--- config.mk ---
export PLATFORM = sky130hd
export DESIGN_NAME = i2c_master_register_transfer
export DESIGN_NICKNAME = d
export VERILOG_FILES = /design/src/hdl/i2cmrt_pkg.sv /design/src/hdl/i2cmrt_front.sv /design/src/hdl/i2cmrt_queue.sv /design/src/hdl/i2cmrt_back.sv /design/src/hdl/i2c_master_register_transfer.sv
export SDC_FILE = /design/constraint.sdc
export NUM_CORES = 1
export LEC_CHECK = 0
export ABC_AREA = 1
export CAP_MARGIN = 20
export CORE_UTILIZATION = 41
export DETAILED_ROUTE_END_ITERATION = 6
export DONT_BUFFER_PORTS = 1
export SYNTH_ARGS = -nofsm -noshare
export SYNTH_HDL_FRONTEND = slang
export SYNTH_SLANG_ARGS = --single-unit
--- constraint.sdc ---
create_clock -name clk_i -period 2.6 [get_ports clk_i]
set_input_delay 0.13 -clock clk_i [delete_from_list [all_inputs] [get_ports clk_i]]
set_output_delay 0.13 -clock clk_i [all_outputs]
set_load 0.1 [all_outputs]
--- src/hdl/i2cmrt_pkg.sv ---
// ----------------------------------------------------------------------------
// i2cmrt_pkg
// Shared types and codes of the I2C master register transfer sequencer.
// ----------------------------------------------------------------------------
package i2cmrt_pkg;

  // Largest transfer in data bytes, and the size of the write buffer.
  localparam int MAX_BYTES = 8;
  localparam int BUF_AW = (MAX_BYTES > 1) ? $clog2(MAX_BYTES) : 1;
  // Byte counters follow the four-bit count fields of the item formats.
  localparam int CNT_W = 4;
  localparam int DEFAULT_ATTEMPTS = 10;
  localparam int QUEUE_DEPTH = 2;
  localparam int QUEUE_AW = (QUEUE_DEPTH > 1) ? $clog2(QUEUE_DEPTH) : 1;

  // Item function codes.
  localparam logic [1:0] FUNC_LOAD  = 2'd0;
  localparam logic [1:0] FUNC_READ  = 2'd1;
  localparam logic [1:0] FUNC_WRITE = 2'd2;
  localparam logic [1:0] FUNC_EVENT = 2'd3;

  // Bus engine status codes.
  localparam logic [2:0] ST_START     = 3'd0;
  localparam logic [2:0] ST_REPSTART  = 3'd1;
  localparam logic [2:0] ST_ADDR_ACK  = 3'd2;
  localparam logic [2:0] ST_ADDR_NACK = 3'd3;
  localparam logic [2:0] ST_DATA_ACK  = 3'd4;
  localparam logic [2:0] ST_DATA_NACK = 3'd5;
  localparam logic [2:0] ST_ARB_LOST  = 3'd6;

  // Bus engine commands.
  localparam logic [2:0] CMD_NONE   = 3'd0;
  localparam logic [2:0] CMD_START  = 3'd1;
  localparam logic [2:0] CMD_SEND   = 3'd2;
  localparam logic [2:0] CMD_RXACK  = 3'd3;
  localparam logic [2:0] CMD_RXNACK = 3'd4;
  localparam logic [2:0] CMD_STOP   = 3'd5;

  // Completion error codes.
  localparam logic [2:0] ERR_OK        = 3'd0;
  localparam logic [2:0] ERR_START     = 3'd1;
  localparam logic [2:0] ERR_RESTART   = 3'd2;
  localparam logic [2:0] ERR_SEND      = 3'd3;
  localparam logic [2:0] ERR_READ      = 3'd4;
  localparam logic [2:0] ERR_ATTEMPTS  = 3'd5;

  typedef enum logic [1:0] {
    OP_LOAD,
    OP_START,
    OP_EVENT
  } op_kind_e;

  typedef struct packed {
    logic [1:0] func;
    logic [6:0] device_address;
    logic [7:0] register_address;
    logic [3:0] byte_count;
    logic [2:0] load_index;
    logic [7:0] load_byte;
    logic [2:0] bus_status;
    logic [7:0] rx_byte;
  } in_item_t;

  typedef struct packed {
    logic [2:0] bus_command;
    logic [7:0] tx_byte;
    logic       rx_valid;
    logic [7:0] rx_data;
    logic [2:0] rx_index;
    logic       done_res;
    logic [3:0] transferred;
    logic [2:0] error_code;
    logic       busy_res;
  } out_item_t;

  // Classified item as it travels from the front end to the sequencer.
  typedef struct packed {
    op_kind_e         kind;
    logic             is_read;
    logic [6:0]       address;
    logic [7:0]       register;
    logic [CNT_W-1:0] count;
    logic             load_en;
    logic [2:0]       slot;
    logic [7:0]       data;
    logic [2:0]       status;
  } op_t;

endpackage

--- src/hdl/i2cmrt_front.sv ---
// ----------------------------------------------------------------------------
// i2cmrt_front
// Accepts input items and classifies them into loads, starts and bus events.
// ----------------------------------------------------------------------------
module i2cmrt_front import i2cmrt_pkg::*; (
  input  logic     in_valid_i,
  output logic     in_ready_o,
  input  in_item_t in_data_i,
  output logic     push_o,
  input  logic     q_ready_i,
  output op_t      op_o
);

  logic [CNT_W-1:0] count_sat;

  assign in_ready_o = q_ready_i;
  assign push_o     = in_valid_i && q_ready_i;

  // Counts beyond the buffer size are clipped to the buffer size.
  assign count_sat = (int'(in_data_i.byte_count) > MAX_BYTES) ? CNT_W'(MAX_BYTES)
                                                              : in_data_i.byte_count;

  always_comb begin
    op_o          = '0;
    op_o.is_read  = (in_data_i.func == FUNC_READ);
    op_o.address  = in_data_i.device_address;
    op_o.register = in_data_i.register_address;
    op_o.count    = count_sat;
    op_o.slot     = in_data_i.load_index;
    op_o.load_en  = (int'(in_data_i.load_index) < MAX_BYTES);
    op_o.status   = in_data_i.bus_status;
    unique case (in_data_i.func)
      FUNC_LOAD: begin
        op_o.kind = OP_LOAD;
        op_o.data = in_data_i.load_byte;
      end
      FUNC_READ, FUNC_WRITE: begin
        op_o.kind = OP_START;
      end
      default: begin
        op_o.kind = OP_EVENT;
        op_o.data = in_data_i.rx_byte;
      end
    endcase
  end

endmodule

--- src/hdl/i2cmrt_queue.sv ---
// ----------------------------------------------------------------------------
// i2cmrt_queue
// Short queue of classified items between the front end and the sequencer.
// ----------------------------------------------------------------------------
module i2cmrt_queue import i2cmrt_pkg::*; (
  input  logic clk_i,
  input  logic rst_ni,
  input  logic push_i,
  input  op_t  push_data_i,
  output logic ready_o,
  input  logic pop_i,
  output logic valid_o,
  output op_t  pop_data_o
);

  localparam int CW = $clog2(QUEUE_DEPTH + 1);

  op_t                entry_q [QUEUE_DEPTH];
  logic [QUEUE_AW-1:0] wr_ptr_q, wr_ptr_d, rd_ptr_q, rd_ptr_d;
  logic [CW-1:0]       count_q, count_d;
  logic                do_push, do_pop;

  assign ready_o    = (count_q != CW'(QUEUE_DEPTH));
  assign valid_o    = (count_q != '0);
  assign pop_data_o = entry_q[rd_ptr_q];
  assign do_push    = push_i && ready_o;
  assign do_pop     = pop_i && valid_o;

  always_comb begin
    wr_ptr_d = wr_ptr_q;
    rd_ptr_d = rd_ptr_q;
    count_d  = count_q;
    if (do_push) begin
      wr_ptr_d = (wr_ptr_q == QUEUE_AW'(QUEUE_DEPTH - 1)) ? '0 : wr_ptr_q + 1'b1;
    end
    if (do_pop) begin
      rd_ptr_d = (rd_ptr_q == QUEUE_AW'(QUEUE_DEPTH - 1)) ? '0 : rd_ptr_q + 1'b1;
    end
    if (do_push && !do_pop) begin
      count_d = count_q + 1'b1;
    end else if (do_pop && !do_push) begin
      count_d = count_q - 1'b1;
    end
  end

  always_ff @(posedge clk_i or negedge rst_ni) begin
    if (!rst_ni) begin
      wr_ptr_q <= '0;
      rd_ptr_q <= '0;
      count_q  <= '0;
    end else begin
      wr_ptr_q <= wr_ptr_d;
      rd_ptr_q <= rd_ptr_d;
      count_q  <= count_d;
    end
  end

  always_ff @(posedge clk_i) begin
    if (do_push) begin
      entry_q[wr_ptr_q] <= push_data_i;
    end
  end

endmodule

--- src/hdl/i2cmrt_back.sv ---
// ----------------------------------------------------------------------------
// i2cmrt_back
// Transfer sequencer: runs the phase logic on queued items, keeps the write
// buffer and the attempt limit, and holds the result in an output register.
// ----------------------------------------------------------------------------
module i2cmrt_back import i2cmrt_pkg::*; (
  input  logic      clk_i,
  input  logic      rst_ni,
  input  logic      cfg_we_i,
  input  logic [3:0] cfg_data_i,
  input  logic      q_valid_i,
  input  op_t       op_i,
  output logic      pop_o,
  output logic      out_valid_o,
  input  logic      out_ready_i,
  output out_item_t out_data_o
);

  localparam logic [2:0] PH_IDLE    = 3'd0;
  localparam logic [2:0] PH_START   = 3'd1;
  localparam logic [2:0] PH_SLAW    = 3'd2;
  localparam logic [2:0] PH_REG     = 3'd3;
  localparam logic [2:0] PH_RESTART = 3'd4;
  localparam logic [2:0] PH_SLAR    = 3'd5;
  localparam logic [2:0] PH_RX      = 3'd6;
  localparam logic [2:0] PH_TXDATA  = 3'd7;

  logic [2:0]       phase_q, phase_d;
  logic             is_read_q, is_read_d;
  logic [3:0]       attempt_q, attempt_d;
  logic [3:0]       max_q;
  logic [6:0]       addr_q, addr_d;
  logic [7:0]       reg_q, reg_d;
  logic [CNT_W-1:0] left_q, left_d, total_q, total_d, pos_q, pos_d;
  logic [7:0]       wbuf_q [MAX_BYTES];
  logic             out_valid_q;
  out_item_t        out_q, res;

  logic             ok, nack, st_start, st_arb;
  logic [CNT_W-1:0] pos_inc, left_dec;
  logic [7:0]       wbuf_byte;

  assign pop_o       = q_valid_i && (!out_valid_q || out_ready_i);
  assign out_valid_o = out_valid_q;
  assign out_data_o  = out_q;

  assign ok       = (op_i.status == ST_ADDR_ACK) || (op_i.status == ST_DATA_ACK);
  assign nack     = (op_i.status == ST_ADDR_NACK) || (op_i.status == ST_DATA_NACK);
  assign st_start = (op_i.status == ST_START) || (op_i.status == ST_REPSTART);
  assign st_arb   = (op_i.status == ST_ARB_LOST);
  assign pos_inc  = pos_q + 1'b1;
  assign left_dec = (left_q != '0) ? left_q - 1'b1 : '0;
  // Byte sent for the next data phase, taken at the advanced position.
  assign wbuf_byte = (int'(pos_inc) < MAX_BYTES) ? wbuf_q[BUF_AW'(pos_inc)] : 8'h00;

  always_comb begin
    phase_d   = phase_q;
    is_read_d = is_read_q;
    attempt_d = attempt_q;
    addr_d    = addr_q;
    reg_d     = reg_q;
    left_d    = left_q;
    total_d   = total_q;
    pos_d     = pos_q;
    res       = '0;
    if (pop_o) begin
      unique case (op_i.kind)
        OP_LOAD: begin
        end
        OP_START: begin
          if (phase_q == PH_IDLE) begin
            is_read_d = op_i.is_read;
            addr_d    = op_i.address;
            reg_d     = op_i.register;
            total_d   = op_i.count;
            left_d    = op_i.count;
            pos_d     = '0;
            if (max_q == '0) begin
              attempt_d        = '0;
              res.done_res     = 1'b1;
              res.error_code   = ERR_ATTEMPTS;
              phase_d          = PH_IDLE;
            end else begin
              attempt_d       = 4'd1;
              phase_d         = PH_START;
              res.bus_command = CMD_START;
            end
          end
        end
        OP_EVENT: begin
          // A reopen (arbitration loss or retry) restarts the byte counters.
          unique case (phase_q)
            PH_IDLE: begin
            end
            PH_START: begin
              if (st_start) begin
                phase_d         = PH_SLAW;
                res.bus_command = CMD_SEND;
                res.tx_byte     = {addr_q, 1'b0};
              end else if (st_arb) begin
                left_d = total_q; pos_d = '0; phase_d = PH_START;
                res.bus_command = CMD_START;
              end else begin
                phase_d = PH_IDLE; res.done_res = 1'b1; res.error_code = ERR_START;
              end
            end
            PH_SLAW: begin
              if (ok) begin
                phase_d         = PH_REG;
                res.bus_command = CMD_SEND;
                res.tx_byte     = reg_q;
              end else if (nack) begin
                if (attempt_q >= max_q) begin
                  phase_d = PH_IDLE; res.done_res = 1'b1; res.error_code = ERR_ATTEMPTS;
                end else begin
                  attempt_d = attempt_q + 1'b1;
                  left_d = total_q; pos_d = '0; phase_d = PH_START;
                  res.bus_command = CMD_START;
                end
              end else if (st_arb) begin
                left_d = total_q; pos_d = '0; phase_d = PH_START;
                res.bus_command = CMD_START;
              end else begin
                phase_d = PH_IDLE; res.bus_command = CMD_STOP;
                res.done_res = 1'b1; res.error_code = ERR_SEND;
              end
            end
            PH_REG: begin
              if (ok) begin
                if (is_read_q) begin
                  phase_d         = PH_RESTART;
                  res.bus_command = CMD_START;
                end else if (left_q != '0) begin
                  phase_d         = PH_TXDATA;
                  res.bus_command = CMD_SEND;
                  res.tx_byte     = (int'(pos_q) < MAX_BYTES) ? wbuf_q[BUF_AW'(pos_q)]
                                                             : 8'h00;
                end else begin
                  phase_d = PH_IDLE; res.bus_command = CMD_STOP; res.done_res = 1'b1;
                end
              end else if (nack) begin
                phase_d = PH_IDLE; res.bus_command = CMD_STOP; res.done_res = 1'b1;
              end else if (st_arb) begin
                left_d = total_q; pos_d = '0; phase_d = PH_START;
                res.bus_command = CMD_START;
              end else begin
                phase_d = PH_IDLE; res.bus_command = CMD_STOP;
                res.done_res = 1'b1; res.error_code = ERR_SEND;
              end
            end
            PH_RESTART: begin
              if (st_start) begin
                phase_d         = PH_SLAR;
                res.bus_command = CMD_SEND;
                res.tx_byte     = {addr_q, 1'b1};
              end else if (st_arb) begin
                left_d = total_q; pos_d = '0; phase_d = PH_START;
                res.bus_command = CMD_START;
              end else begin
                phase_d = PH_IDLE; res.bus_command = CMD_STOP;
                res.done_res = 1'b1; res.error_code = ERR_RESTART;
              end
            end
            PH_SLAR: begin
              if (ok) begin
                if (left_q != '0) begin
                  phase_d         = PH_RX;
                  res.bus_command = (left_q == CNT_W'(1)) ? CMD_RXNACK : CMD_RXACK;
                end else begin
                  phase_d = PH_IDLE; res.bus_command = CMD_STOP; res.done_res = 1'b1;
                end
              end else if (nack) begin
                phase_d = PH_IDLE; res.bus_command = CMD_STOP; res.done_res = 1'b1;
              end else if (st_arb) begin
                left_d = total_q; pos_d = '0; phase_d = PH_START;
                res.bus_command = CMD_START;
              end else begin
                phase_d = PH_IDLE; res.bus_command = CMD_STOP;
                res.done_res = 1'b1; res.error_code = ERR_SEND;
              end
            end
            PH_RX: begin
              if ((op_i.status == ST_DATA_ACK) || (op_i.status == ST_DATA_NACK)) begin
                res.rx_valid = 1'b1;
                res.rx_data  = op_i.data;
                res.rx_index = pos_q[2:0];
                pos_d        = pos_inc;
                left_d       = left_dec;
                if ((op_i.status == ST_DATA_NACK) || (left_dec == '0)) begin
                  phase_d = PH_IDLE; res.bus_command = CMD_STOP; res.done_res = 1'b1;
                  res.transferred = 4'(pos_inc);
                end else begin
                  res.bus_command = (left_dec == CNT_W'(1)) ? CMD_RXNACK : CMD_RXACK;
                end
              end else begin
                phase_d = PH_IDLE; res.bus_command = CMD_STOP;
                res.done_res = 1'b1; res.error_code = ERR_READ;
              end
            end
            default: begin
              // Data byte phase of a write transfer.
              if (ok) begin
                pos_d  = pos_inc;
                left_d = left_dec;
                if (left_dec != '0) begin
                  res.bus_command = CMD_SEND;
                  res.tx_byte     = wbuf_byte;
                end else begin
                  phase_d = PH_IDLE; res.bus_command = CMD_STOP; res.done_res = 1'b1;
                  res.transferred = 4'(pos_inc);
                end
              end else if (nack) begin
                phase_d = PH_IDLE; res.bus_command = CMD_STOP; res.done_res = 1'b1;
                res.transferred = 4'(pos_q);
              end else if (st_arb) begin
                left_d = total_q; pos_d = '0; phase_d = PH_START;
                res.bus_command = CMD_START;
              end else begin
                phase_d = PH_IDLE; res.bus_command = CMD_STOP;
                res.done_res = 1'b1; res.error_code = ERR_SEND;
              end
            end
          endcase
        end
        default: begin
        end
      endcase
    end
    res.busy_res = (phase_d != PH_IDLE);
  end

  always_ff @(posedge clk_i or negedge rst_ni) begin
    if (!rst_ni) begin
      phase_q     <= PH_IDLE;
      is_read_q   <= 1'b0;
      attempt_q   <= '0;
      max_q       <= 4'(DEFAULT_ATTEMPTS);
      addr_q      <= '0;
      reg_q       <= '0;
      left_q      <= '0;
      total_q     <= '0;
      pos_q       <= '0;
      out_valid_q <= 1'b0;
    end else begin
      phase_q   <= phase_d;
      is_read_q <= is_read_d;
      attempt_q <= attempt_d;
      addr_q    <= addr_d;
      reg_q     <= reg_d;
      left_q    <= left_d;
      total_q   <= total_d;
      pos_q     <= pos_d;
      if (cfg_we_i) begin
        max_q <= cfg_data_i;
      end
      if (pop_o) begin
        out_valid_q <= 1'b1;
      end else if (out_ready_i) begin
        out_valid_q <= 1'b0;
      end
    end
  end

  always_ff @(posedge clk_i) begin
    if (pop_o) begin
      out_q <= res;
    end
    if (pop_o && (op_i.kind == OP_LOAD) && op_i.load_en) begin
      wbuf_q[BUF_AW'(op_i.slot)] <= op_i.data;
    end
  end

  // The limit may be lowered between transfers, so only the lower bound is fixed.
  a_attempts_counted: assert property (@(posedge clk_i) disable iff (!rst_ni)
    (phase_q != PH_IDLE) |-> (attempt_q != '0))
    else $error("transfer open without a counted attempt");

  a_left_bounded: assert property (@(posedge clk_i) disable iff (!rst_ni)
    (left_q <= total_q) && (int'(total_q) <= MAX_BYTES))
    else $error("remaining byte count out of range");

  a_done_not_busy: assert property (@(posedge clk_i) disable iff (!rst_ni)
    (pop_o && res.done_res) |=> (out_valid_q && !out_q.busy_res && (phase_q == PH_IDLE)))
    else $error("completion reported while the transfer stays open");

  a_rx_phase: assert property (@(posedge clk_i) disable iff (!rst_ni)
    (pop_o && res.rx_valid) |-> (phase_q == PH_RX))
    else $error("received byte reported outside the receive phase");

endmodule

--- src/hdl/i2c_master_register_transfer.sv ---
// ----------------------------------------------------------------------------
// i2c_master_register_transfer
// I2C master register read/write sequencer driving a byte-level bus engine.
//
//   channel | direction | handshake          | payload
//   --------+-----------+--------------------+-----------------------
//   in      | input     | in_valid/in_ready  | in_data_i  (in_item_t)
//   out     | output    | out_valid/out_ready| out_data_o (out_item_t)
//   cfg     | input     | cfg_we_i           | cfg_data_i (max_attempts)
//
// Every item yields one result; each item passes a queue entry and then the
// output register. One item per cycle is sustained while results are taken.
// The sequencer phase register is updated once per item, which sets that rate.
// A two-entry queue separates the front end from the sequencer, so input keeps
// being accepted while a result waits; input stalls when the queue is full.
// Reset is asynchronous and active low; no clearing pass follows it.
// ----------------------------------------------------------------------------
module i2c_master_register_transfer import i2cmrt_pkg::*; (
  input  logic       clk_i,
  input  logic       rst_ni,
  input  logic       in_valid_i,
  output logic       in_ready_o,
  input  in_item_t   in_data_i,
  output logic       out_valid_o,
  input  logic       out_ready_i,
  output out_item_t  out_data_o,
  input  logic       cfg_we_i,
  input  logic [3:0] cfg_data_i
);

  logic push, q_ready, q_valid, pop;
  op_t  push_op, pop_op;

  i2cmrt_front u_front (
    .in_valid_i (in_valid_i),
    .in_ready_o (in_ready_o),
    .in_data_i  (in_data_i),
    .push_o     (push),
    .q_ready_i  (q_ready),
    .op_o       (push_op)
  );

  i2cmrt_queue u_queue (
    .clk_i       (clk_i),
    .rst_ni      (rst_ni),
    .push_i      (push),
    .push_data_i (push_op),
    .ready_o     (q_ready),
    .pop_i       (pop),
    .valid_o     (q_valid),
    .pop_data_o  (pop_op)
  );

  i2cmrt_back u_back (
    .clk_i       (clk_i),
    .rst_ni      (rst_ni),
    .cfg_we_i    (cfg_we_i),
    .cfg_data_i  (cfg_data_i),
    .q_valid_i   (q_valid),
    .op_i        (pop_op),
    .pop_o       (pop),
    .out_valid_o (out_valid_o),
    .out_ready_i (out_ready_i),
    .out_data_o  (out_data_o)
  );

endmodule

# == Yosys cells after proc, flatten, opt, wreduce, memory -nomap -nowiden ==
# Memories as Yosys holds them, arrays and structs flattened.
# Cells that the tools add are included.
# classes
n_mul,0
eq_ne,30
reduce_logical,40
mux,133
div,0
magnitude_cmp,4
shifts,0
add_sub_neg,7
n_bitwise,0
# ops
cell,count
2-to-1 mux 3 bit,43
2-to-1 mux 4 bit,29
2-to-1 mux 8 bit,10
case mux 3 bit (7 select lines),2
case mux 4 bit (5 select lines),2
case mux 8 bit (5 select lines),1
case mux 4 bit (2 select lines),4
2-to-1 mux 1 bit,26
"== test 3 bit, second input constant",6
case mux 3 bit (2 select lines),3
case mux 8 bit (2 select lines),1
2-to-1 mux 5 bit,3
case mux 3 bit (5 select lines),1
"== test 3 x 2 -> 1 bit, second input constant",4
2-to-1 mux 12 bit,1
"inequality test 2 bit, second input constant",5
"inequality test 3 bit, second input constant",3
AND reduction 9 bit,1
"adder 4 x 1 -> 4 bit, second input constant",2
"== test 4 x 1 -> 1 bit, second input constant",2
logical NOT 4 bit,2
"less-than comparator 4 bit, second input constant",2
2-to-1 mux 2 bit,4
nonzero test 2 bit,4
other kinds (29),53
# totals
out_inout_bits,34
latch_bits,0
wordCells,238
n_memories,2
mem_bits_rw,136
mem_bits_ro,0
input_bits,52
regBits,76
# memory_table
memory,depth,word_bits,rd,rd_ports_with_merged_regs,write_ports,line_no,rtl
u_queue.entry_q,2,36,1,0,1,i2cmrt_queue.sv:18,op_t entry_q [QUEUE_DEPTH];
u_back.wbuf_q,8,8,2,0,1,i2cmrt_back.sv:35,logic [7:0] wbuf_q [MAX_BYTES];

# == Depth between registers and ports, before layout ==
# Gate-level depths: netlist of the first run.
# logic_depth
word_depth,10
mapped_depth,16
mapped_depth_nobuf,15

# == Hierarchy ==
# From an unflattened synthesis of the first run, not the netlist that was laid out.
# hier_totals
cells_unflattened,1161
hier_area_um2,10779.1
# modules_own_cells
module,cells_each,instances,area_each_um2
i2cmrt_back,872,1,7468.4
i2cmrt_queue,222,1,2926.6
i2cmrt_front,67,1,384.1

# == Worst setup path after synthesis of the first run ==
# OpenSTA, ideal clock, no wires.
# synth_path
path_type,register to register
from,register u_queue.count_q[0]
to,memory u_queue.entry_q[1][0] (netlist bit) (enable)
slack_ns,-0.731
required_time_ns,2.169
arrival_ns,2.900
stages_incl_launch_ff,5
cell_sequence,dfrtp_1 -> inv_1 -> nand2_1 -> nand2_1 -> nor2_1
# synth_via
elab_chain_len,5
# synth_lines
element,line_no,rtl
from (decl),i2cmrt_queue.sv:20,"logic [CW-1:0] count_q, count_d;"
from (signal assigned),i2cmrt_queue.sv:54,count_q <= count_d;
inequality test 2 bit (*),i2cmrt_queue.sv:23,assign ready_o = (count_q != CW'(QUEUE_DEPTH));
named net in_ready_o,i2c_master_register_transfer.sv:22,"output logic in_ready_o,"
logical AND 1 bit,i2cmrt_front.sv:17,assign push_o = in_valid_i && q_ready_i;
logical AND 1 bit (*),i2cmrt_queue.sv:26,assign do_push = push_i && ready_o;
2-to-1 mux 1 bit (*),i2cmrt_queue.sv:59,if (do_push) begin
2-to-1 mux 1 bit (implied by the code) (*),i2cmrt_queue.sv:60,entry_q[wr_ptr_q] <= push_data_i;
to (decl),i2cmrt_queue.sv:18,
# The timed path passes the listed nets; every way through them passes the cells marked *.

# == Worst setup path in the final report of the first run ==
# layout_path
from,register u_queue.rd_ptr_q
to,register u_back.left_q[3]
# layout_via
elab_chain_len,7
elab_cells_between_ends,33
classes_between,eq/ne (15); mux (10); reduce/logical (7); memory (1)
# layout_lines
element,line_no,rtl
from (decl),i2cmrt_queue.sv:19,"logic [QUEUE_AW-1:0] wr_ptr_q, wr_ptr_d, rd_ptr_q, rd_ptr_d;"
from (signal assigned),i2cmrt_queue.sv:53,rd_ptr_q <= rd_ptr_d;
memory read (2 x 36 bit) (*),n/a,
"== test 3 bit, or another cell as far along",i2cmrt_back.sv:50,assign st_arb = (op_i.status == ST_ARB_LOST);
2-to-1 mux 4 bit or logical OR 1 bit (tied branches),n/a,
2-to-1 mux 4 bit (on tied branches) (2 in series),n/a,
case mux 4 bit (5 select lines),i2cmrt_back.sv:92,unique case (phase_q)
case mux 4 bit (2 select lines),i2cmrt_back.sv:67,unique case (op_i.kind)
to (signal assigned),i2cmrt_back.sv:250,left_q <= left_d;
to (decl),i2cmrt_back.sv:34,"logic [CNT_W-1:0] left_q, left_d, total_q, total_d, pos_q, pos_d;"
# Every way passes the cells marked *; elsewhere a longest branch is shown, timed or not. The select of a mux whose other input is x is not followed.
# A chain may end at the register's enable or synchronous reset.

==> impl_metrics.json, run 1 <==
{
  "final_nets": 1277,
  "fin_area_um2": 12500,
  "fmax_ghz": 0.421,
  "viasPerCell": 5.27,
  "gp_congestion": 0.915,
  "powerDensity_nw_per_um2": 1270,
  "hp-class": "primary input to async pin",
  "dr.pass1.iters": 5,
  "relSlewSlack_pct": 33.2,
  "setup_ws_ns": 0.224,
  "placed_cell_area_um2": 11200,
  "dieArea_um2": 26600,
  "worst_pin_slew_ns": 1.00,
  "place_inst": 1463,
  "pin_count": 86,
  "final_cell_mix": "nand2_1, edfxtp_1, nor2_1, o21ai_0, inv_1",
  "syn_to_final_growth_pct": 17.7,
  "nFillCells": 2315,
  "drc": 0,
  "row_count": 58,
  "dieHeight_um": 163,
  "cts_tree": "yes",
  "syn_nets": 1206,
  "irDropWorstVdd_v": 0.000651,
  "grt_pass1_vias": 7737,
  "instances_no_fill": 1560,
  "worstSetupPathType": "flip-flop to flip-flop",
  "rsz0062_at_grt": "false",
  "initial_core_util_pct": 41.9,
  "synth.avg_cell_area_um2": 9.31,
  "die_w_um": 163,
  "ys_seq_area_share_pct": 57.9,
  "fin_crit_ns": 2.38,
  "diodes": 0,
  "ys_ff_latch": 212,
  "maxCapViolations": 0,
  "coreArea_um2": 25300,
  "synthesis.area_um2": 10600,
  "drtIter0Drc": 529,
  "yosysWarningCount": 0,
  "cts.sinks": 212,
  "cts_buffers": 24,
  "wl_um": 27100,
  "path_max_fanout": 21,
  "grt_max_degree": 61,
  "dpl.hpwl_um": 18600,
  "maxSlewViolCount": 0,
  "yosysUniqueCellTypes": 49,
  "worstSetupEndpointType": "flip-flop",
  "clock_skew_ns": 0.0274,
  "ys_async_sr_fraction_pct": 20.8,
  "clk_root_buffer_cell": "clkbuf_16",
  "crit_required_ns": 3.06,
  "clk_latency_ns": 0.54,
  "p_leak_nw": 5.07,
  "vias": 8220,
  "io_buffers": 0,
  "post_drt_wl_per_cell_um": 17.4,
  "start_kind": "flip-flop",
  "ctsHtreeMaxLevel": 1,
  "run_status": "complete, no violations",
  "clkTransAtPathRegs_ns": 0.06,
  "dp_worst_setup_slack_ns": 0.267,
  "arrival_ns": 2.84,
  "track_usage_pct": 20.7,
  "antenna_left": 0,
  "post-route-util_pct": 49.4,
  "grt_overflow": 0,
  "clk_path_buf_depth": 3,
  "antenna_found_initial": 0,
  "mostFrequentLayoutCell": "nand2_1",
  "period_share_pct": 91.4,
  "setup_violations": 0,
  "ys.flop_type": "edfxtp_1",
  "drive_above_1_share_pct": 12.2,
  "synthCells": 1141,
  "hold_viol": 0,
  "grt_pass1_wl_um": 42200,
  "synth_edf_count": 168
}
-- layer usage --
metal  vias to the layer above  GRT usage, %  wire (µm)
met3                        34          4.61       2070
met4                         0          4.97        486
met5                         -             0          0
met2                       290          32.9      12300
met1                      3874          28.6      12200
li1                       4022             -          -
-- synth_stat cells, types with 3 or more instances --
library cell	n	area share (%)
nand2_1	219	7.7
edfxtp_1	168	47
nor2_1	132	4.7
o21ai_0	121	5.7
inv_1	105	3.7
a21oi_1	66	3.1
nand3_1	58	2.7
dfrtp_1	42	9.9
clkbuf_1	32	1.1
o21ai_1	24	1.1
a31oi_1	20	1.2
inv_2	17	0.60
or2_2	14	0.82
buf_2	13	0.61
ha_1	13	1.5
o211ai_1	10	0.71
nand2_2	8	0.47
nand4_1	8	0.47
nand2_4	7	0.74
buf_4	4	0.28
clkinv_1	4	0.14
nor3_2	4	0.38
o22ai_1	4	0.24
a22o_1	3	0.25
nor2_4	3	0.32
nor3_1	3	0.14
o2111ai_1	3	0.25
o221ai_1	3	0.25
xnor2_1	3	0.25
xor2_1	3	0.25
-- repair_timing --
| action | in CTS | in global routing |
|---|---|---|
| gates resized for setup | 0 | 0 |
| hold buffers | 53 | 0 |
| setup buffers | 0 | 0 |
| endpoints found under the hold margin | 120 | 0 |
-- area by class of cell --
type / count / area, µm² / share of cell area (%)
flip-flops and latches: 212 / 6150 / 49.2
repair buffers: 97 / 903 / 7.22
well taps: 330 / 413 / 3.30
inverters: 127 / 483 / 3.86
clock inverters: 10 / 138 / 1.10
clock buffers: 34 / 648 / 5.18
multi-input cells: 750 / 3770 / 30.1
-- registers in the layout, indices dropped and copies added, names as in the netlist --
name	flops
u_queue.entry_q	72
u_back.wbuf_q	64
u_back.out_data_o	32
u_back.reg_q	8
u_back.addr_q	7
u_back.attempt_q	4
u_back.left_q	4
u_back.max_q	4
u_back.pos_q	4
u_back.total_q	4
u_back.phase_q	3
u_queue.count_q	2
u_back.is_read_q	1
u_back.out_valid_o	1
u_queue.rd_ptr_q	1
u_queue.wr_ptr_q	1
-- where the power goes --
group          switching (W)  internal, W  total [W]  leakage (nW)
logic                0.00401      0.00171    0.00572          2.60
registers            0.00199      0.00483    0.00682          2.11
clock network        0.00135      0.00195    0.00330         0.363
-- per-stage QoR --
step / TNS (ns) / hold WS [ns] / power [W]
floorplan: -12.10 / -0.166 / 0.0107
global route: 0 / 0.155 / 0.0168
detailed placement: 0 / -0.163 / 0.0125
CTS: 0 / 0.146 / 0.0159
finish: 0 / 0.166 / 0.0158
global placement: 0 / -0.164 / 0.0124
-- worst max-delay path, stage by stage, from the launching register on --
cell and delay, ns:
dfrtp_1 0.40, buf_4 0.22, o21ai_0 0.36, inv_1 0.08, ha_1 0.28, inv_1 0.12
nor2_1 0.07, nor2_1 0.12, nand3_1 0.13, nor2_4 0.23, inv_4 0.10, nor2_1 0.10
nand2_1 0.05, nand2_1 0.05
-- final timing paths --
| path | startpoint | to | slack, ns | depth (start not counted) |
|---|---|---|---|---|
| min in group clk_i | in_data_i[42] | u_queue.entry_q[0][35]$_DFFE_PP_ | 0.17 | 1 |
| max in group asynchronous | rst_ni | u_back.max_q[3]$_DFFE_PN1P_ | 2.16 | 2 |
| max reg2reg | u_queue.rd_ptr_q$_DFFE_PN0P_ | u_back.left_q[3]$_DFFE_PN0P_ | 0.22 | 13 |
| min reg2reg | u_queue.count_q[0]$_DFFE_PN0P_ | u_queue.count_q[0]$_DFFE_PN0P_ | 0.51 | 1 |
| min | rst_ni | u_back.reg_q[7]$_DFFE_PN0P_ | 0.17 | 2 |
| max | u_queue.rd_ptr_q$_DFFE_PN0P_ | u_back.left_q[3]$_DFFE_PN0P_ | 0.22 | 13 |
-- logic make-up (layout without fill, tap and decap cells) --
family	count (synthesis)	in the layout	synth area share, %
AO/OA/AOI/OAI	265	265	13.7
buffers and inverters	179	268	6.78
XOR/XNOR	6	6	0.495
flip-flops	212	212	57.9
AND/OR/NAND/NOR	465	465	19.6
adder cells (fa/ha/maj)	13	13	1.53
multiplexers	1	1	0.106
No activity file was read; power rests on OpenSTA's default activity.
==> inputs of run 2 (changes only) <==
==> constraint.sdc (replaced) <==
create_clock -name clk_i -period 2.6 [get_ports clk_i]
set_input_delay 0.39 -clock clk_i [delete_from_list [all_inputs] [get_ports clk_i]]
set_output_delay 0.39 -clock clk_i [all_outputs]
set_load 0.1 [all_outputs]
==> impl_metrics.json, run 2 (synthesis gave the netlist of run 1 again) <==
{
  "run_status": "complete, no violations",
  "maxCapViolations": 0,
  "clkTransAtPathRegs_ns": 0.06,
  "diodes": 0,
  "fin_crit_ns": 2.33,
  "hp-class": "primary input to flip-flop",
  "final_cell_mix": "nand2_1, edfxtp_1, nor2_1, o21ai_0, inv_1",
  "die_w_um": 163,
  "initial_core_util_pct": 41.9,
  "cts_hold_buf": 27,
  "rsz0062_at_grt": "false",
  "worst_pin_slew_ns": 1.01,
  "path_max_fanout": 21,
  "worstSetupPathType": "flip-flop to flip-flop",
  "finalSetupTns_ns": 0,
  "maxSlewViolCount": 0,
  "arrival_ns": 2.73,
  "setup_violations": 0,
  "grt_overflow": 0,
  "start_kind": "flip-flop",
  "rr_startpoint": "u_queue.rd_ptr_q$_DFFE_PN0P_",
  "dpl.hpwl_um": 18700,
  "viasPerCell": 5.29,
  "post-route-util_pct": 48.6,
  "hold_path_depth": 1,
  "irDropWorstVdd_v": 0.000706,
  "cts_buffers": 24,
  "rrSetupSlack_ns": 0.27,
  "period_share_pct": 89.5,
  "drc": 0,
  "dieHeight_um": 163,
  "antenna_left": 0,
  "row_count": 58,
  "crit_required_ns": 3.00,
  "clk_path_buf_depth": 3,
  "track_usage_pct": 20.5,
  "drtIter0Drc": 722,
  "largest_reg_flops": 72,
  "clk_root_buffer_cell": "clkbuf_16",
  "dr.pass1.iters": 5,
  "pin_count": 86,
  "r2r_end": "u_back.attempt_q[3]$_DFFE_PN0P_",
  "cts_resized": 0,
  "hold_viol": 0,
  "ctsHtreeMaxLevel": 1,
  "antenna_found_initial": 0,
  "dieArea_um2": 26600,
  "p_leak_nw": 4.99,
  "wl_um": 26700,
  "cts_tree": "yes",
  "syn_to_final_growth_pct": 15.8,
  "io_buffers": 0,
  "vias": 8119,
  "powerDensity_nw_per_um2": 1300,
  "total_power_w": 0.0160,
  "relSlewSlack_pct": 33.0,
  "grt_pass1_wl_um": 41800,
  "cts.sinks": 212,
  "clock_skew_ns": 0.0210,
  "mostFrequentLayoutCell": "nand2_1",
  "coreArea_um2": 25300,
  "regMostFlops": "u_queue.entry_q",
  "hold_end": "u_back.max_q[0]$_DFFE_PN0P_",
  "drive_above_1_share_pct": 12.4,
  "reg2reg_depth": 11,
  "final_nets": 1253,
  "grt_pass1_vias": 7500,
  "gp_congestion": 0.913,
  "hold_start": "cfg_data_i[0]",
  "worstSetupEndpointType": "flip-flop",
  "fmax_ghz": 0.430,
  "grt_max_degree": 61,
  "post_cts_buffers": 0,
  "post_drt_wl_per_cell_um": 17.4,
  "clk_latency_ns": 0.54
}
## run 2: cell types whose count changed in the layout (fill, tap and decap cells not counted), sizes merged
| cell | delta |
|---|---|
| clkinvlp | -4 |
| dlygate4sd3 | -24 |
| clkinv | +3 |
| bufinv | +2 |
| clkbuf | -2 |
## run 2: metrics by stage
step	instances	worst slack [ns]	hold WS, ns	area, µm²
5_1_grt	1535	0.0724	0.0162	12300
2_1_floorplan	1141	-0.177	0.0944	10600
6_report	1535	0.274	0.0258	12300
3_5_place_dp	1463	0.296	0.0962	11200
4_1_cts	1533	0.258	0.00539	12300
3_3_place_gp	1463	0.356	0.0960	11200
## run 2: power breakdown
group | leakage, nW | internal [W] | switching (W)
clock | 0.398 | 0.00214 | 0.00134
combinational | 2.49 | 0.00168 | 0.00400
sequential | 2.11 | 0.00483 | 0.00200
total | 4.99 | 0.00864 | 0.00735
## run 2: worst max-delay path by stage
stage                                                  to                           start  cells after the start
after detailed placement  u_back.attempt_q[3]$_DFFE_PN0P_    u_queue.rd_ptr_q$_DFFE_PN0P_                     11
after CTS                 u_back.attempt_q[3]$_DFFE_PN0P_    u_queue.rd_ptr_q$_DFFE_PN0P_                     11
after global placement    u_back.attempt_q[3]$_DFFE_PN0P_    u_queue.rd_ptr_q$_DFFE_PN0P_                     11
after global routing      u_back.attempt_q[3]$_DFFE_PN0P_    u_queue.rd_ptr_q$_DFFE_PN0P_                     11
after floorplan           u_queue.entry_q[1][0]$_DFFE_PP_  u_queue.count_q[0]$_DFFE_PN0P_                      4
final                     u_back.attempt_q[3]$_DFFE_PN0P_    u_queue.rd_ptr_q$_DFFE_PN0P_                     11
## run 2: cell type report
| class | instances | area (µm²) |
|---|---|---|
| clock buffers | 32 | 641 |
| clock inverters | 11 | 185 |
| fillers | 2324 | 13000 |
| inverters | 127 | 483 |
| multi-input cells | 750 | 3770 |
| flip-flops and latches | 212 | 6150 |
| well taps | 330 | 413 |
| repair buffers | 73 | 663 |
## run 2: per-layer routing
metal | vias up | share of wire [%] | track usage (%)
li1 | 3981 | - | -
met1 | 3804 | 47 | 30.2
met2 | 294 | 44 | 31.2
met3 | 40 | 6.9 | 3.31
met4 | 0 | 2.1 | 5.44
met5 | - | 0 | 0
## run 2: critical path, stage by stage, from the launching register on
cell and delay [ns]:
dfrtp_1 0.40, buf_4 0.22, o21ai_0 0.33, ha_1 0.29, buf_4 0.21, nand2_1 0.11
o21ai_1 0.09, nand3_1 0.13, a21oi_2 0.21, inv_2 0.08, nand2_1 0.07, o41ai_1 0.06
==> inputs of run 3 (changes only) <==
--- a/config.mk
+++ b/config.mk
@@ -6,10 +6,10 @@
 export NUM_CORES = 1
 export LEC_CHECK = 0
 export ABC_AREA = 1
-export CAP_MARGIN = 20
 export CORE_UTILIZATION = 41
 export DETAILED_ROUTE_END_ITERATION = 6
 export DONT_BUFFER_PORTS = 1
+export GPL_TIMING_DRIVEN = 0
 export SYNTH_ARGS = -nofsm -noshare
 export SYNTH_HDL_FRONTEND = slang
 export SYNTH_SLANG_ARGS = --single-unit
==> impl_metrics.json, run 3 (synthesis gave the netlist of run 1 again) <==
{
  "run_status": "complete, no violations",
  "hold_viol": 0,
  "grt_pass1_wl_um": 44800,
  "crit_required_ns": 2.74,
  "row_count": 58,
  "setup_violations": 0,
  "post-route-util_pct": 48.7,
  "worstSetupEndpointType": "flip-flop",
  "grt_overflow": 0,
  "clk_root_buffer_cell": "clkbuf_16",
  "fmax_ghz": 0.392,
  "io_buffers": 0,
  "post_drt_wl_per_cell_um": 18.6,
  "combPwrFrac_pct": 36.4,
  "drc": 0,
  "instances_no_fill": 1546,
  "wl_um": 28700,
  "p_leak_nw": 4.96,
  "die_w_um": 163,
  "pin_count": 86,
  "viasPerCell": 5.34,
  "path_max_fanout": 19,
  "power_frac_seq_pct": 41.8,
  "arrival_ns": 2.69,
  "p_int_w": 0.00872,
  "relSlewSlack_pct": 36.2,
  "diodes": 0,
  "coreArea_um2": 25300,
  "regMostFlops": "u_queue.entry_q",
  "switchingPower_w": 0.00761,
  "vias": 8260,
  "clk_latency_ns": 0.52,
  "start_kind": "flip-flop",
  "grt_pass1_vias": 7794,
  "fin_crit_ns": 2.55,
  "grt_max_degree": 45,
  "final_cell_mix": "nand2_1, edfxtp_1, nor2_1, o21ai_0, inv_1",
  "drive_above_1_share_pct": 12.4,
  "initial_core_util_pct": 41.9,
  "pwr-share-clk_pct": 21.8,
  "drtIter0Drc": 799,
  "whs_ns": 0.0314,
  "dr.pass1.iters": 5,
  "hp-class": "primary input to flip-flop",
  "powerDensity_nw_per_um2": 1320,
  "period_share_pct": 98.2,
  "largest_reg_flops": 72,
  "dieArea_um2": 26600,
  "ctsHtreeMaxLevel": 1,
  "antenna_found_initial": 0,
  "dpl.hpwl_um": 20600,
  "rsz0062_at_grt": "true",
  "maxCapViolations": 0,
  "track_usage_pct": 22.1,
  "final_nets": 1263,
  "cts.sinks": 212,
  "mostFrequentLayoutCell": "nand2_1",
  "switching_share_pct": 46.6,
  "cts_tree": "yes",
  "gp_congestion": 0.949,
  "clk_path_buf_depth": 3,
  "worst_pin_slew_ns": 0.958,
  "clock_skew_ns": 0.0111,
  "clkTransAtPathRegs_ns": 0.06,
  "worstSetupPathType": "flip-flop to flip-flop",
  "place_inst": 1473,
  "dieHeight_um": 163,
  "syn_to_final_growth_pct": 16.1,
  "cts_buffers": 25,
  "maxSlewViolCount": 0,
  "antenna_left": 0,
  "irDropWorstVdd_v": 0.000605
}
## run 3: cell count changes in the layout (fill, tap and decap cells not counted), moves of 3 or more
| cell | change |
|---|---|
| buf_4 | -34 |
| clkbuf_1 | +23 |
| buf_2 | +13 |
| nor2_1 | -7 |
| clkinv_2 | +4 |
| nor2_4 | +4 |
| nor2_2 | +3 |
## run 3: power by group through the flow
stage / registers [W] / logic (W) / clock network [W]
after floorplan: 0.00673 / 0.00401 / 0
after global placement: 0.00689 / 0.00556 / 0
final: 0.00682 / 0.00594 / 0.00357
after CTS: 0.00682 / 0.00580 / 0.00363
after detailed placement: 0.00689 / 0.00566 / 0
after global routing: 0.00690 / 0.00662 / 0.00376
## run 3: critical path: stages (launching register included)
cell     delay, ns
dfrtp_1       0.37
inv_2         0.06
buf_6         0.16
or2_2         0.29
o21ai_2       0.12
ha_1          0.20
inv_1         0.04
nor2_1        0.19
nand2_1       0.17
nor2_1        0.57
## run 3: through the flow
step | setup TNS (ns) | area (µm²) | setup WS [ns] | total power [W]
floorplan | -12.10 | 10600 | -0.177 | 0.0107
global placement | -127.28 | 11000 | -1.21 | 0.0124
detailed placement | -74.27 | 11100 | -1.25 | 0.0126
CTS | -5.10 | 12300 | -0.143 | 0.0163
global route | -3.30 | 12300 | -0.178 | 0.0173
finish | 0 | 12300 | 0.0473 | 0.0163
## run 3: final timing paths
check,start,end,slack (ns),cells past startpoint
min reg2reg,u_back.max_q[3]$_DFFE_PN1P_,u_back.max_q[3]$_DFFE_PN1P_,0.51,2
max,u_queue.rd_ptr_q$_DFFE_PN0P_,u_back.wbuf_q[7][1]$_DFFE_PP_,0.05,9
max in group asynchronous,rst_ni,u_back.max_q[3]$_DFFE_PN1P_,1.89,2
max reg2reg,u_queue.rd_ptr_q$_DFFE_PN0P_,u_back.wbuf_q[7][1]$_DFFE_PP_,0.05,9
min,cfg_data_i[0],u_back.max_q[0]$_DFFE_PN0P_,0.03,1
min in group asynchronous,rst_ni,u_back.max_q[2]$_DFFE_PN0P_,0.45,2
## run 3: metal layers
metal	share of wire, %	vias up	GRT usage [%]
li1	-	3991	-
met3	8.5	64	5.37
met1	46	3871	31.8
met4	2.4	0	5.99
met2	44	334	33.1
met5	0	-	0
## run 3: repair_timing
action / in CTS / in global routing
hold buffers: 27 / 0
pin swaps: 2 / 3
cloned: 1 / 0
endpoints found under the hold margin: 89 / 0
setup buffers: 2 / 3
setup endpoints to repair: 163 / 121
resized for setup: 16 / 11
## run 3: final cells by class
class                           instances  area [µm²]
Timing Repair Buffer                   34         378
Fill cell                            2304       13000
Clock buffer                           32         672
Inverter                              127         484
Clock inverter                         13         165
Tap cell                              330         413
Multi-Input combinational cell        750        3840
Buffer                                 47         229
Timing Repair inverter                  1        7.51
Sequential cell                       212        6150
